[config.mk]
export PLATFORM = sky130hd
export DESIGN_NAME = vns_blend
export DESIGN_NICKNAME = d
export VERILOG_FILES = /design/src/rtl/vns_pkg.sv /design/src/rtl/vns_blend.sv
export SDC_FILE = /design/constraint.sdc
export NUM_CORES = 2
export LEC_CHECK = 0
export ABC_CLOCK_PERIOD_IN_PS = 6700
export BUFFER_PORTS_ARGS = -buffer_cell sky130_fd_sc_hd__buf_2
export CAP_MARGIN = 0
export CORE_AREA = 2 2 301 303
export DETAILED_ROUTE_END_ITERATION = 12
export DIE_AREA = 0 0 303 305
export HOLD_SLACK_MARGIN = 0.02
export PLACE_DENSITY = 0.79
export SYNTH_ARGS = -nofsm -noshare
export SYNTH_HDL_FRONTEND = slang
export SYNTH_SLANG_ARGS = --single-unit
[constraint.sdc]
create_clock -name clk -period 6.7 [get_ports clk]
set_input_delay 1.005 -clock clk [delete_from_list [all_inputs] [get_ports clk]]
set_output_delay 1.005 -clock clk [all_outputs]
set_load 0.02 [all_outputs]
[src/rtl/vns_pkg.sv]
// Shared constants and types for the value noise sampler.
// No dependencies; every module of the block imports this package.
`default_nettype none

package vns_pkg;

	localparam int COORD_W = 32;
	localparam int NOISE_W = 26;
	localparam int CORNER_W = 10;
	localparam int WEIGHT_W = 16;
	localparam int WPROD_W = 2 * (WEIGHT_W + 1);
	localparam int BPROD_W = CORNER_W + WPROD_W;
	localparam int MIX_W = 26;
	localparam int FRAC_BITS_DEFAULT = 16;
	localparam int NUM_CORNERS = 4;

	localparam logic [31:0] HASH_K1 = 32'd374761393;
	localparam logic [31:0] HASH_K2 = 32'd668265263;
	localparam logic [31:0] HASH_K3 = 32'd1442695041;
	localparam logic [31:0] HASH_K4 = 32'd1274126177;
	localparam logic [NOISE_W-1:0] OUT_MAX = 26'd67043328;

	// Corner order used everywhere: (x, y), (x+1, y), (x, y+1), (x+1, y+1).
	typedef enum logic [1:0] {
		CORNER_A = 2'd0,
		CORNER_B = 2'd1,
		CORNER_C = 2'd2,
		CORNER_D = 2'd3
	} corner_t;

	// Load enables of the five pipeline stages.
	typedef struct packed {
		logic s1;
		logic s2;
		logic s3;
		logic s4;
		logic s5;
	} adv_t;

endpackage

`default_nettype wire

[src/rtl/vns_blend.sv]
// Bilinear blend: corner times weight product, four-way sum, scale and clamp.
// Depends on vns_pkg; holds the output register of the block.
`default_nettype none

module vns_blend (
	input  wire logic                          clk,
	input  wire vns_pkg::adv_t                 adv,
	input  wire logic [vns_pkg::CORNER_W-1:0]  corner [vns_pkg::NUM_CORNERS],
	input  wire logic [vns_pkg::WPROD_W-1:0]   wprod [vns_pkg::NUM_CORNERS],
	output logic [vns_pkg::NOISE_W-1:0]        noise_value
);
	import vns_pkg::*;

	localparam int SUM_W = BPROD_W + 2;

	logic [BPROD_W-1:0]     prod [NUM_CORNERS];
	logic [BPROD_W-1:0]     prod_s4 [NUM_CORNERS];
	logic [SUM_W-1:0]       sum;
	logic [SUM_W-17:0]      scaled;
	logic [NOISE_W-1:0]     clamped;
	logic [NOISE_W-1:0]     noise_s5;

	always_comb begin
		for (int k = 0; k < NUM_CORNERS; k++) begin
			prod[k] = BPROD_W'(corner[k]) * BPROD_W'(wprod[k]);
		end
	end

	always_ff @(posedge clk) begin
		if (adv.s4) begin
			prod_s4 <= prod;
		end
	end

	always_comb begin
		sum = SUM_W'(prod_s4[CORNER_A]) + SUM_W'(prod_s4[CORNER_B])
			+ SUM_W'(prod_s4[CORNER_C]) + SUM_W'(prod_s4[CORNER_D]);
		scaled = sum[SUM_W-1:16];
		if (scaled > (SUM_W-16)'(OUT_MAX)) begin
			clamped = OUT_MAX;
		end else begin
			clamped = scaled[NOISE_W-1:0];
		end
	end

	always_ff @(posedge clk) begin
		if (adv.s5) begin
			noise_s5 <= clamped;
		end
	end

	assign noise_value = noise_s5;

endmodule

`default_nettype wire

* Word level (Yosys, flattened, before mapping)
Index checks and enable logic that the tools add are counted.
** Storage, ports and cells
- Output and inout bits :: 26
- Flip-flop bits (word level) :: 202
- Input bits :: 182
- Logic and storage cells :: 13
** Cells by class
- $add $sub $neg :: 3
- Multipliers :: 4
- Magnitude comparators :: 1
** Operator list (count)
- 10-bit by 34-bit multiplier with 44-bit output :: 4
- 45-bit by 44-bit adder with 46-bit output :: 1
- 46-bit by 44-bit adder with 46-bit output :: 1
- 44-bit by 44-bit adder with 45-bit output :: 1
- 30-bit by 26-bit > comparator with 1-bit output, second input constant :: 1

* Logic depth before layout (Yosys ltp)
- Depth in word-level cells :: 4
- Mapped depth :: 25
- Mapped depth without buffers :: 22

* Worst setup path before layout
Ideal clock, no wire load.
- Path type :: input to register
- Start :: in corner[31] in the netlist's numbering
- End :: reg prod_s4[169] in the netlist's numbering (data pin)
- Required time :: 6.435 ns
- Path slack :: -0.276 ns
- Library setup time :: 0.265 ns
- Path buffers :: 2
- Arrival :: 6.711 ns
- Stages :: 22
- Cell sequence :: clkbuf_1 clkbuf_1 nand2_1 fa_1 inv_1 fa_1 fa_1 fa_1 inv_1 fa_1 inv_1 ha_1 and4_1 nand3_1 o31ai_1 a211o_1 o21a_1 a311o_2 a311o_1 a31oi_1 o21ai_0 xor2_1
** RTL lines
- start: declaration :: line vns_blend.sv:8 : input wire logic [vns_pkg::CORNER_W-1:0] corner [vns_pkg::NUM_CORNERS],
- end signal: assignment :: line vns_blend.sv:31 : prod_s4 <= prod;
- end: declaration :: line vns_blend.sv:17 : logic [BPROD_W-1:0] prod_s4 [NUM_CORNERS];

==> results_dict.tcl <==
set metrics [dict create \
    fin_nets 7586 \
    timing.critical_path.mode_cell "fa_1" \
    die_area_um2 92400 \
    gp_congestion 0.954 \
    coreArea_um2 89300 \
    crit_type "input port to register" \
    firstDrtPassIters 10 \
    syn_area_per_cell_um2 9.41 \
    setup_ws_ns 0.202 \
    start_kind "input port" \
    grt_pass1_vias 43092 \
    num_rows 110 \
    cp_slowest_cell "fa_1" \
    pin_count 208 \
    routedWlPerCell_um 18.6 \
    min_period_ns 6.50 \
    cp_cell_sequence "clkbuf_4 > and2_1 > fa_1 > fa_1 > fa_1 > fa_1 > inv_1 > fa_1 > inv_1 > ha_1 > a21o_1 > o21a_1 > a2111oi_4 > a21boi_2 > o21ai_2 > o311ai_1 > o41a_1 > o22ai_2 > or4b_1 > o211ai_1" \
    synth_xor_area_frac 0.0275 \
    relSlewSlack 0.310 \
    synth_edf_count 202 \
    cp.required_ns 7.04 \
    failed_checks "DRC" \
    syn_inst 5559 \
    synthDistinctLibCells 86 \
    cp_top_family "adder cells" \
    ant_nets 0 \
    fin_worst_skew_ns 0.0212 \
    port_buffers 204 \
    synthArstFlopShare 0 \
    cts_tree "built" \
    die_w_um 303 \
    track_usage 0.301 \
    worst_slew_pin_slew_ns 1.03 \
    ys_seq_area_frac 0.116 \
    cts_made_buffers 23 \
    hpwl_mm 112 \
    end_kind "register" \
    drt_iter0_markers 2610 \
    antenna_found_initial 11 \
    pre_cts_ws_ns -0.459 \
    ys.flop_type "edfxtp_1" \
    hold_ws_ns 0.876 \
    cts_max_level 1 \
    yosys.area.top_type_share 0.422 \
    final_cell_count_no_fill 7140 \
    place_inst 7091 \
    timing.fmax_mhz 154 \
    setup_viol 0 \
    vias 39920 \
    synthSimpleGateAreaFrac 0.177 \
    drive_gt1_frac 0.122 \
    cts.sinks 202 \
    yosys.area.top_type "fa_1" \
    grt_max_degree 80 \
    critPathArrivalTime_ns 6.84 \
    synth-compound-area-share 0.0751 \
    ys_warn_count 0 \
    cp_max_fo 15 \
    final_util 0.650 \
    synthMuxAreaShare 0.00120 \
    drv_cap 0 \
    slew_violations 0 \
    ys_ff_latch 202 \
    synth_top_family_by_area "adder cells" \
    synthAdderAreaFrac 0.508 \
    fp.dieH_um 305 \
    crit_buf_inv 3 \
    drc_errors 12 \
    hold_viol_final 0 \
    synth_area_um2 52300 \
    start_util 0.586 \
    status "complete, but fails checks" \
    area_delta_synth_final_pct 11.0 \
    clock_latency_ns 0.53 \
    synthesis.nets 7203 \
    totalWireLength_mm 133 \
    clock_path_buffers 3 \
    viasPerCell 5.59 \
    cpPeakStageDelay_ns 0.56 \
    path_clk_slew_ns 0.06 \
    synth_area_leaders "fa_1 42%, edfxtp_1 12%, and2_1 8.8%" \
    overflow 0 \
    hold_path_class "input port to register" \
    grt_pass1_wl_mm 220 \
    rsz0062_at_grt "false" \
    finalCritPeriodShare 0.970 \
    root_buffer "clkbuf_16" \
    r2r_setup_slack_ns 1.34 \
]
==> cell type report <==
type | count | area, um2
diodes | 7 | 17.5
clock buffers | 25 | 583
clock inverters | 15 | 155
fillers | 6935 | 31300
inverters | 1026 | 3850
multi-input cells | 4042 | 41400
flip-flops and latches | 202 | 6070
well taps | 1176 | 1470
repair buffers | 647 | 4530
==> sequential cells by signal, indices dropped and copies added (netlist names) <==
name	flops
noise_value	26
prod_s4	176
==> cells by family after synthesis <==
kind of cell	count (synthesis)
AO/OA/AOI/OAI	584
multiplexers	6
AND/OR/NAND/NOR	1826
XOR/XNOR	164
adder cells (fa/ha/maj)	1462
flip-flops	202
buffers and inverters	1315
==> routing by layer <==
metal | share of wire | GRT usage | wire [um]
met2 | 0.50 | 0.514 | 66300
met1 | 0.39 | 0.392 | 51800
met5 | 0.00050 | 0 | 67
met3 | 0.072 | 0.0427 | 9560
met4 | 0.041 | 0.106 | 5390
==> through the flow <==
step	cell area, um2	TNS [ns]
floorplan	52400	-0.0468
global placement	57200	-6.53
finish	58000	0
CTS	57900	0
global route	58000	0
detailed placement	57200	-8.10
==> path summary, 6_finish.rpt <==
| kind | cells past startpoint | from | to |
|---|---|---|---|
| hold / removal | 1 | adv[1] | prod_s4[1] |
| setup reg to reg | 15 | prod_s4[13] | noise_value[13] |
| setup / recovery | 20 | corner[14] | prod_s4[86] |
| hold reg to reg | 5 | prod_s4[43] | noise_value[20] |
==> timing repair <==
item                       CTS  global route
setup endpoints to repair    0            21
hold buffers                 0             0
resized for setup            0            27
buffers inserted             0             2
==> cells in the mapped netlist (9+ instances only) <==
cell type / number
o211ai_1: 21
nand2_1: 723
clkbuf_1: 227
nand4_1: 25
o21ai_0: 94
nor4_1: 16
and2_1: 737
and3_1: 20
ha_1: 359
a211oi_1: 13
o21bai_1: 41
nand2b_1: 23
nor2_1: 117
xor2_1: 45
buf_1: 53
or3_1: 13
a21o_1: 92
nor2b_1: 22
a21oi_1: 170
nand3_1: 42
o31ai_1: 10
edfxtp_1: 202
a21boi_0: 9
fa_1: 1103
o21a_1: 22
nor3_1: 57
a31oi_1: 19
inv_1: 1026
xnor2_1: 119
==> cell usage in the layout (no fill, tap or decap), types with 25 or more instances in the layout <==
cell type  count
fa_1        1103
inv_1       1026
and2_1       737
nand2_1      723
buf_4        429
ha_1         357
edfxtp_1     202
buf_2        194
a21oi_1      169
xnor2_1      119
nor2_1       117
o21ai_0       93
a21o_1        92
nor3_1        57
xor2_1        45
nand3_1       41
o21bai_1      41
nand4_1       25
Power is left out: the tool's default activity adds up to more than one toggle a clock period on the data nets, which glitch-free logic cannot reach.
