### config.mk
export PLATFORM = sky130hd
export DESIGN_NAME = vns_hash
export DESIGN_NICKNAME = d
export VERILOG_FILES = /design/src/rtl/vns_pkg.sv /design/src/rtl/vns_hash.sv
export SDC_FILE = /design/constraint.sdc
export NUM_CORES = 2
export LEC_CHECK = 0
export BUFFER_PORTS_ARGS = -buffer_cell sky130_fd_sc_hd__buf_2
export CORE_ASPECT_RATIO = 0.9
export CORE_MARGIN = 2
export CORE_UTILIZATION = 39
export CTS_CLUSTER_DIAMETER = 40
export CTS_CLUSTER_SIZE = 10
export DETAILED_ROUTE_END_ITERATION = 7
export GPL_TIMING_DRIVEN = 0
export HOLD_SLACK_MARGIN = 0.02
export SETUP_SLACK_MARGIN = 0.05
export SLEW_MARGIN = 30
export SYNTH_ARGS = -nofsm -noshare
export SYNTH_HDL_FRONTEND = slang
export SYNTH_SLANG_ARGS = --single-unit
### constraint.sdc
create_clock -name clk -period 12.1 [get_ports clk]
set_clock_uncertainty 0.1 [all_clocks]
set_input_delay 2.42 -clock clk [delete_from_list [all_inputs] [get_ports clk]]
set_output_delay 2.42 -clock clk [all_outputs]
set_load 0.05 [all_outputs]
### src/rtl/vns_pkg.sv
// Shared constants and types for the value noise sampler.
// No dependencies; every module of the block imports this package.
`default_nettype none

package vns_pkg;

	localparam int COORD_W = 32;
	localparam int NOISE_W = 26;
	localparam int CORNER_W = 10;
	localparam int WEIGHT_W = 16;
	localparam int WPROD_W = 2 * (WEIGHT_W + 1);
	localparam int BPROD_W = CORNER_W + WPROD_W;
	localparam int MIX_W = 26;
	localparam int FRAC_BITS_DEFAULT = 16;
	localparam int NUM_CORNERS = 4;

	localparam logic [31:0] HASH_K1 = 32'd374761393;
	localparam logic [31:0] HASH_K2 = 32'd668265263;
	localparam logic [31:0] HASH_K3 = 32'd1442695041;
	localparam logic [31:0] HASH_K4 = 32'd1274126177;
	localparam logic [NOISE_W-1:0] OUT_MAX = 26'd67043328;

	// Corner order used everywhere: (x, y), (x+1, y), (x, y+1), (x+1, y+1).
	typedef enum logic [1:0] {
		CORNER_A = 2'd0,
		CORNER_B = 2'd1,
		CORNER_C = 2'd2,
		CORNER_D = 2'd3
	} corner_t;

	// Load enables of the five pipeline stages.
	typedef struct packed {
		logic s1;
		logic s2;
		logic s3;
		logic s4;
		logic s5;
	} adv_t;

endpackage

`default_nettype wire

### src/rtl/vns_hash.sv
// Corner hash: lattice multiplies, seed mix, xorshift, last multiply and xor fold.
// Depends on vns_pkg; corner values are valid out of stage 3.
`default_nettype none

module vns_hash (
	input  wire logic                          clk,
	input  wire vns_pkg::adv_t                 adv,
	input  wire logic [vns_pkg::COORD_W-1:0]   x_cell,
	input  wire logic [vns_pkg::COORD_W-1:0]   y_cell,
	input  wire logic [31:0]                   seed_mix,
	output logic [vns_pkg::CORNER_W-1:0]       corner [vns_pkg::NUM_CORNERS]
);
	import vns_pkg::*;

	logic [31:0] xk_s1;
	logic [31:0] yk_s1;
	logic [31:0] base;
	logic [31:0] h0 [NUM_CORNERS];
	logic [31:0] g_s2 [NUM_CORNERS];
	logic [MIX_W-1:0] m_s3 [NUM_CORNERS];
	logic [31:0] m_full [NUM_CORNERS];

	always_ff @(posedge clk) begin
		if (adv.s1) begin
			xk_s1 <= x_cell * HASH_K1;
			yk_s1 <= y_cell * HASH_K2;
		end
	end

	// The x+1 and y+1 corners differ from the base sum by the constants alone.
	always_comb begin
		base = xk_s1 + yk_s1 + seed_mix;
		h0[CORNER_A] = base;
		h0[CORNER_B] = base + HASH_K1;
		h0[CORNER_C] = base + HASH_K2;
		h0[CORNER_D] = base + HASH_K1 + HASH_K2;
	end

	always_ff @(posedge clk) begin
		if (adv.s2) begin
			for (int k = 0; k < NUM_CORNERS; k++) begin
				g_s2[k] <= h0[k] ^ (h0[k] >> 13);
			end
		end
	end

	always_comb begin
		for (int k = 0; k < NUM_CORNERS; k++) begin
			m_full[k] = g_s2[k] * HASH_K4;
		end
	end

	always_ff @(posedge clk) begin
		if (adv.s3) begin
			for (int k = 0; k < NUM_CORNERS; k++) begin
				m_s3[k] <= m_full[k][MIX_W-1:0];
			end
		end
	end

	always_comb begin
		for (int k = 0; k < NUM_CORNERS; k++) begin
			corner[k] = m_s3[k][CORNER_W-1:0] ^ m_s3[k][16 +: CORNER_W];
		end
	end

endmodule

`default_nettype wire

Yosys cells after proc, flatten, opt, wreduce, memory -nomap -nowiden
Memories as Yosys holds them, arrays and structs flattened.
Cells that the tools add are included.
{"block": "classes", "n_addsub": 5, "n_bitwise": 8, "mul": 6, "muxes": 4}
{"operator": "$mul A32 B31 Y26 const B", "count": 4}
{"operator": "$xor A32 B19 Y32", "count": 4}
{"operator": "$add A32 B30 Y32 const B", "count": 2}
{"operator": "$add A32 B32 Y32", "count": 2}
{"operator": "$xor A10 B10 Y10", "count": 4}
{"operator": "$add A32 B29 Y32 const B", "count": 1}
{"operator": "$mul A32 B29 Y32 const B", "count": 1}
{"operator": "$mul A32 B30 Y32 const B", "count": 1}
{"operator": "$mux W1", "count": 4}
{"block": "word_totals", "out_inout_bits": 40, "mem_bits_rw": 232, "regBits": 64, "elab_cells": 27, "input_bits": 102, "mem_count": 2}
{"memory": "g_s2", "words": 4, "width": 32, "read_ports": 4, "rd_ports_with_merged_regs": 0, "write_ports": 4, "line": "vns_hash.sv:19", "rtl": "logic [31:0] g_s2 [NUM_CORNERS];"}
{"memory": "m_s3", "words": 4, "width": 26, "read_ports": 4, "rd_ports_with_merged_regs": 0, "write_ports": 4, "line": "vns_hash.sv:20", "rtl": "logic [MIX_W-1:0] m_s3 [NUM_CORNERS];"}

Logic depth before layout (Yosys ltp)
{"block": "depth", "depth_word": 5, "mapped_depth": 26, "mapped_depth_nobuf": 26}

Least setup slack after synthesis
No wires, ideal clock.
{"block": "synth_path", "path_type": "input-to-reg", "startpoint": "input port y_cell[6] (netlist name)", "endpoint": "register yk_s1[31], data pin", "path_buffers": 0, "path_stages": 24, "setup_ns": 0.260, "arrival_ns": 8.214, "slack_ns": 3.526, "t_required_ns": 11.740, "path_cell_list": "ha_1 -> fa_1 -> fa_1 -> inv_1 -> fa_1 -> inv_1 -> fa_1 -> fa_1 -> fa_1 -> inv_1 -> fa_1 -> inv_1 -> ha_1 -> a21oi_1 -> nor2b_1 -> o21ai_0 -> nand2b_1 -> a21oi_1 -> o21bai_1 -> a21oi_1 -> o221ai_1 -> or4_1 -> a311o_1 -> xnor2_1"}
{"block": "synth_via", "elab_chain_len": 1}
{"element": "start: declaration", "line": "vns_hash.sv:9", "rtl": "input wire logic [vns_pkg::COORD_W-1:0] y_cell,"}
{"element": "$mul A32 B30 Y32", "line": "vns_hash.sv:26", "rtl": "yk_s1 <= y_cell * HASH_K2;"}
{"element": "end signal: assignment", "line": "vns_hash.sv:26"}
{"element": "end: declaration", "line": "vns_hash.sv:16", "rtl": "logic [31:0] yk_s1;"}
Every way passes these cells.
A chain may end at the register's enable or synchronous reset.

Worst setup path after layout
{"block": "layout_path", "startpoint": "input port y_cell[5] (netlist name)", "endpoint": "register yk_s1[30], data pin"}
Same word-level chain as after synthesis.

==> report_table.html <==
<table>
<tr><th>Metric</th><th>Value</th></tr>
<tr><th colspan="2">Logic synthesis</th></tr>
<tr><td>Share of the yosys chip area belonging to registers</td><td>14.60%</td></tr>
<tr><td>Cells taking the most area after synthesis</td><td>sky130_fd_sc_hd__fa_1 35%, sky130_fd_sc_hd__ha_1 22%, sky130_fd_sc_hd__edfxtp_1 15%, sky130_fd_sc_hd__inv_1 10%, sky130_fd_sc_hd__xnor2_1 6.1%</td></tr>
<tr><td>Post-synth design cell area</td><td>51,010 um^2</td></tr>
<tr><td>Net count after synthesis</td><td>6,619</td></tr>
<tr><td>Async SR Flop Fraction</td><td>0%</td></tr>
<tr><td>Leading register cell type out of synthesis</td><td>sky130_fd_sc_hd__edfxtp_1</td></tr>
<tr><td>Number of library cell types mapped by synthesis</td><td>96</td></tr>
<tr><td>Post-synthesis average cell area</td><td>10.80 um^2</td></tr>
<tr><td>EDFF count, synth</td><td>248</td></tr>
<tr><td>Synthesis-stage register bit count</td><td>248</td></tr>
<tr><td>Library cell with the largest summed area after synthesis</td><td>sky130_fd_sc_hd__fa_1</td></tr>
<tr><td>Yosys top cell area share</td><td>34.89%</td></tr>
<tr><td>Synth warn</td><td>0</td></tr>
<tr><td>Count of mapped cells out of synthesis</td><td>4,725</td></tr>
<tr><th colspan="2">Clock tree</th></tr>
<tr><td>Clock-pin slew on the worst setup and hold paths</td><td>0.05 ns</td></tr>
<tr><td>Number of clock sinks</td><td>248</td></tr>
<tr><td>Total of cells resized after clock tree synthesis</td><td>0</td></tr>
<tr><td>Htree depth</td><td>2</td></tr>
<tr><td>Clk root buf</td><td>sky130_fd_sc_hd__clkbuf_16</td></tr>
<tr><td>Clock insertion delay at the later pin of the skew report</td><td>0.62 ns</td></tr>
<tr><td>Clock buffers created by TritonCTS</td><td>49</td></tr>
<tr><td>Clock tree from TritonCTS</td><td>yes</td></tr>
<tr><td>Post-CTS Setup Bufs</td><td>0</td></tr>
<tr><td>Maximum root-to-sink buffer count</td><td>3</td></tr>
<tr><td>Hold Buf Count CTS</td><td>0</td></tr>
<tr><th colspan="2">GRT</th></tr>
<tr><td>Global-route wire length before repair</td><td>193,500 um</td></tr>
<tr><td>Pin count of the biggest net entering global routing</td><td>75</td></tr>
<tr><td>Number of global-route vias before repair</td><td>34,800</td></tr>
<tr><td>Global route overflow</td><td>0</td></tr>
<tr><td>Total Routing Usage GR</td><td>18.74%</td></tr>
<tr><td>Number of antenna violations at the first check in global routing</td><td>1</td></tr>
<tr><th colspan="2">Placement</th></tr>
<tr><td>Post-placement worst setup slack</td><td>2.738 ns</td></tr>
<tr><td>Quantity of I/O buffers inserted on ports</td><td>139</td></tr>
<tr><td>Placed instance area</td><td>53,970 um^2</td></tr>
<tr><td>Placer's final routability congestion estimate</td><td>0.9280</td></tr>
<tr><td>DP Wirelength</td><td>106,300 um</td></tr>
<tr><th colspan="2">Detailed routing</th></tr>
<tr><td>Final ANT Viol Nets</td><td>0</td></tr>
<tr><td>Iteration count of the initial detailed-routing pass</td><td>5</td></tr>
<tr><td>Starting DRT DRC Count</td><td>1,931</td></tr>
<tr><td>Residual DRC count</td><td>0</td></tr>
<tr><td>Drt total wl</td><td>119,800 um</td></tr>
<tr><td>Total number of vias</td><td>32,110</td></tr>
<tr><td>Wire per inst</td><td>17.96 um</td></tr>
<tr><td>Number of vias per cell</td><td>4.815</td></tr>
<tr><th colspan="2">Timing</th></tr>
<tr><td>Slew Limit Headroom</td><td>38.15%</td></tr>
<tr><td>Tightest Pin Transition</td><td>0.9215 ns</td></tr>
<tr><td>Final hold violations</td><td>0</td></tr>
<tr><td>Highest Clock Rate</td><td>113.7 MHz</td></tr>
<tr><td>Total count of max-transition violations in the final report</td><td>0</td></tr>
<tr><td>Fraction of the cycle the final worst path needs</td><td>72.70%</td></tr>
<tr><td>Fin crit period</td><td>8.796 ns</td></tr>
<tr><td>Total setup violations reported at the end of the flow</td><td>0</td></tr>
<tr><td>Hold Worst Slack</td><td>0.5971 ns</td></tr>
<tr><td>Worst Slack Setup Final</td><td>3.304 ns</td></tr>
<tr><td>Final TNS setup</td><td>0 ns</td></tr>
<tr><td>Unrepaired setup endpoints after global routing</td><td>no</td></tr>
<tr><th colspan="2">Worst setup path</th></tr>
<tr><td>Buffers and inverters on the worst path</td><td>3</td></tr>
<tr><td>Kind of end point of the critical path</td><td>flip-flop</td></tr>
<tr><td>Crit-path max FO</td><td>9</td></tr>
<tr><td>Biggest cell delay along the critical path</td><td>0.57 ns</td></tr>
<tr><td>Cell count of the worst reg-to-reg path</td><td>25</td></tr>
<tr><td>Required time reported for the critical path endpoint</td><td>12.31 ns</td></tr>
<tr><td>CP dominant cell by count</td><td>sky130_fd_sc_hd__ha_1</td></tr>
<tr><td>Critical-path cell list</td><td>buf_2, ha_1, ha_1, fa_1, fa_1, ha_1, ha_1, inv_1, fa_1, inv_1, fa_1, ha_1, a21o_1, a21oi_1, nor2b_1, a311o_1, a211oi_1, o21ai_0, o211ai_1, o221ai_1, o41ai_1, o311ai_0</td></tr>
<tr><td>CP Launch Type</td><td>input port</td></tr>
<tr><td>Worst EP arrival</td><td>9.01 ns</td></tr>
<tr><td>Stages on worst setup path</td><td>22</td></tr>
<tr><td>Kind of cell adding the most delay to the critical path</td><td>adder cells</td></tr>
<tr><td>Crit path max-delay cell type</td><td>sky130_fd_sc_hd__o41ai_1</td></tr>
<tr><td>Kind of critical path</td><td>input port to flip-flop</td></tr>
<tr><th colspan="2">Finish</th></tr>
<tr><td>Layout overhead on the synthesized area</td><td>9.132%</td></tr>
<tr><td>Post-layout net count</td><td>6,813</td></tr>
<tr><td>Share of final-layout standard cells stronger than drive strength 1</td><td>5.752%</td></tr>
<tr><td>Total inserted antenna cells</td><td>0</td></tr>
<tr><td>Total non-filler cell area in the finished layout</td><td>55,670 um^2</td></tr>
<tr><td>Number of fill cells in the layout</td><td>12,470</td></tr>
<tr><th colspan="2">Floorplan</th></tr>
<tr><td># rows</td><td>125</td></tr>
<tr><td>Area of the core</td><td>129,500 um^2</td></tr>
<tr><td>Die width</td><td>385.2 um</td></tr>
<tr><td>Floorplan die height</td><td>347.1 um</td></tr>
<tr><td>Die Footprint</td><td>133,700 um^2</td></tr>
<tr><td>I/O pin cnt</td><td>142</td></tr>
<tr><td>Starting density of the core</td><td>39.39%</td></tr>
<tr><th colspan="2">Job</th></tr>
<tr><td>Max-capacitance violation count</td><td>0</td></tr>
<tr><th colspan="2">Run status</th></tr>
<tr><td>Status</td><td>completed</td></tr>
<tr><th colspan="2">Hold path</th></tr>
<tr><td>Worst hold stages</td><td>0</td></tr>
<tr><td>Class of the most critical hold timing path</td><td>flip-flop to flip-flop</td></tr>
</table>
==> path summary, 6_finish.rpt <==
kind / slack, ns / to / from
worst max-delay path: 3.30 / yk_s1[30]$_DFFE_PP_ / y_cell[5]
worst min-delay path: 0.60 / m_s3[0][1]$_DFFE_PP_ / g_s2[0][1]$_DFFE_PP_
worst max register to register: 4.97 / m_s3[1][25]$_DFFE_PP_ / g_s2[1][3]$_DFFE_PP_
worst min register to register: 0.60 / m_s3[0][1]$_DFFE_PP_ / g_s2[0][1]$_DFFE_PP_
==> metal layers <==
layer  GRT usage, %  wire (um)  up-vias
met3          2.725       6176      135
met4          4.503       2781        0
li1               -          -    15290
met1          26.92      56680    16000
met5              0          0        -
met2          29.72      54160      685
==> stage by stage <==
| step | instances | utilization [%] |
|---|---|---|
| 2_1_floorplan | 4725 | - |
| 3_3_place_gp | 6578 | 41.59 |
| 3_5_place_dp | 6582 | 41.68 |
| 4_1_cts | 6669 | 42.97 |
| 5_1_grt | 6669 | 42.99 |
| 6_report | 6669 | 42.99 |
==> layout by cell type (no fill, tap or decap), types with 17 or more instances in the layout <==
| cell type | count |
|---|---|
| sky130_fd_sc_hd__buf_2 | 146 |
| sky130_fd_sc_hd__inv_1 | 1363 |
| sky130_fd_sc_hd__o21ai_0 | 55 |
| sky130_fd_sc_hd__o21bai_1 | 37 |
| sky130_fd_sc_hd__nor3_1 | 40 |
| sky130_fd_sc_hd__a21oi_1 | 117 |
| sky130_fd_sc_hd__nand3_1 | 35 |
| sky130_fd_sc_hd__edfxtp_1 | 248 |
| sky130_fd_sc_hd__xor2_1 | 103 |
| sky130_fd_sc_hd__clkbuf_16 | 50 |
| sky130_fd_sc_hd__xnor2_1 | 352 |
| sky130_fd_sc_hd__ha_1 | 903 |
| sky130_fd_sc_hd__fa_1 | 889 |
| sky130_fd_sc_hd__nand2b_1 | 17 |
| sky130_fd_sc_hd__clkbuf_1 | 21 |
| sky130_fd_sc_hd__nand2_1 | 84 |
| sky130_fd_sc_hd__nor2_1 | 99 |
| sky130_fd_sc_hd__a21o_1 | 70 |
==> kinds of logic (layout without fill, tap and decap cells) <==
group | Yosys count | after routing | share of synthesized area [%]
multiplexers | 3 | 3 | 0.05887
flip-flops | 248 | 248 | 14.60
adder cells (fa/ha/maj) | 1792 | 1792 | 57.04
AND/OR/NAND/NOR | 369 | 369 | 3.564
AO/OA/AOI/OAI | 452 | 452 | 6.205
XOR/XNOR | 468 | 468 | 8.248
buffers and inverters | 1393 | 1623 | 10.29
==> Yosys cell counts, types with 4 or more instances <==
master	instances
sky130_fd_sc_hd__or3_1	12
sky130_fd_sc_hd__xor2_1	104
sky130_fd_sc_hd__and3_1	15
sky130_fd_sc_hd__o31ai_1	5
sky130_fd_sc_hd__o211ai_1	8
sky130_fd_sc_hd__nand2_1	84
sky130_fd_sc_hd__a21o_1	70
sky130_fd_sc_hd__a31oi_1	13
sky130_fd_sc_hd__nor2_1	99
sky130_fd_sc_hd__nand3_1	35
sky130_fd_sc_hd__or2_2	4
sky130_fd_sc_hd__o41ai_1	6
sky130_fd_sc_hd__nand2b_1	17
sky130_fd_sc_hd__edfxtp_1	248
sky130_fd_sc_hd__ha_1	903
sky130_fd_sc_hd__o22ai_1	4
sky130_fd_sc_hd__o2111ai_1	7
sky130_fd_sc_hd__clkbuf_1	16
sky130_fd_sc_hd__o21ai_0	55
sky130_fd_sc_hd__and2_1	6
sky130_fd_sc_hd__a211o_1	8
sky130_fd_sc_hd__a31o_2	5
sky130_fd_sc_hd__a221oi_1	4
sky130_fd_sc_hd__o21bai_1	37
sky130_fd_sc_hd__nand4_1	10
sky130_fd_sc_hd__o211a_1	4
sky130_fd_sc_hd__nor2b_1	12
sky130_fd_sc_hd__xnor2_1	355
sky130_fd_sc_hd__o221ai_1	6
sky130_fd_sc_hd__buf_2	10
sky130_fd_sc_hd__o21a_1	16
sky130_fd_sc_hd__nor4_1	6
sky130_fd_sc_hd__nor3_1	40
sky130_fd_sc_hd__a211oi_1	14
sky130_fd_sc_hd__a2111oi_0	8
sky130_fd_sc_hd__inv_1	1363
sky130_fd_sc_hd__o21ai_1	14
sky130_fd_sc_hd__a21oi_1	117
sky130_fd_sc_hd__fa_1	889
==> area by class of cell <==
| type | instances | area, um^2 | share of cell area (%) |
|---|---|---|---|
| multi-input cells | 3084 | 38360 | 68.91 |
| flip-flops and latches | 248 | 7447 | 13.38 |
| inverters | 1365 | 5124 | 9.203 |
| well taps | 1714 | 2145 | 3.852 |
| clock buffers | 55 | 1270 | 2.281 |
| repair buffers | 143 | 793.3 | 1.425 |
| clock inverters | 32 | 406.6 | 0.7304 |
| plain buffers | 28 | 125.1 | 0.2247 |
==> flip-flops by register name (all words and copies together), names as in the netlist <==
| name | flops |
|---|---|
| g_s2 | 104 |
| m_s3 | 80 |
| xk_s1 | 32 |
| yk_s1 | 32 |
==> worst reg2reg max path: stages (launching register included) <==
cell                       delay (ns)
sky130_fd_sc_hd__edfxtp_1        0.64
sky130_fd_sc_hd__inv_1           0.13
sky130_fd_sc_hd__fa_1            0.64
sky130_fd_sc_hd__inv_1           0.08
sky130_fd_sc_hd__fa_1            0.48
sky130_fd_sc_hd__fa_1            0.52
sky130_fd_sc_hd__ha_1            0.13
sky130_fd_sc_hd__inv_1           0.04
sky130_fd_sc_hd__fa_1            0.48
sky130_fd_sc_hd__inv_1           0.06
sky130_fd_sc_hd__fa_1            0.53
sky130_fd_sc_hd__inv_1           0.05
sky130_fd_sc_hd__fa_1            0.48
sky130_fd_sc_hd__inv_1           0.04
sky130_fd_sc_hd__ha_1            0.29
sky130_fd_sc_hd__a21oi_1         0.20
sky130_fd_sc_hd__o21ai_0         0.12
sky130_fd_sc_hd__a21o_1          0.19
sky130_fd_sc_hd__a21oi_1         0.21
sky130_fd_sc_hd__o21bai_1        0.10
sky130_fd_sc_hd__a21oi_1         0.29
sky130_fd_sc_hd__o21bai_1        0.11
sky130_fd_sc_hd__a21oi_1         0.23
sky130_fd_sc_hd__o21ai_0         0.19
sky130_fd_sc_hd__o41ai_1         0.35
sky130_fd_sc_hd__xnor2_1         0.16
Power is left out: the tool's default activity adds up to more than one toggle a clock period on the data nets, which glitch-free logic cannot reach.
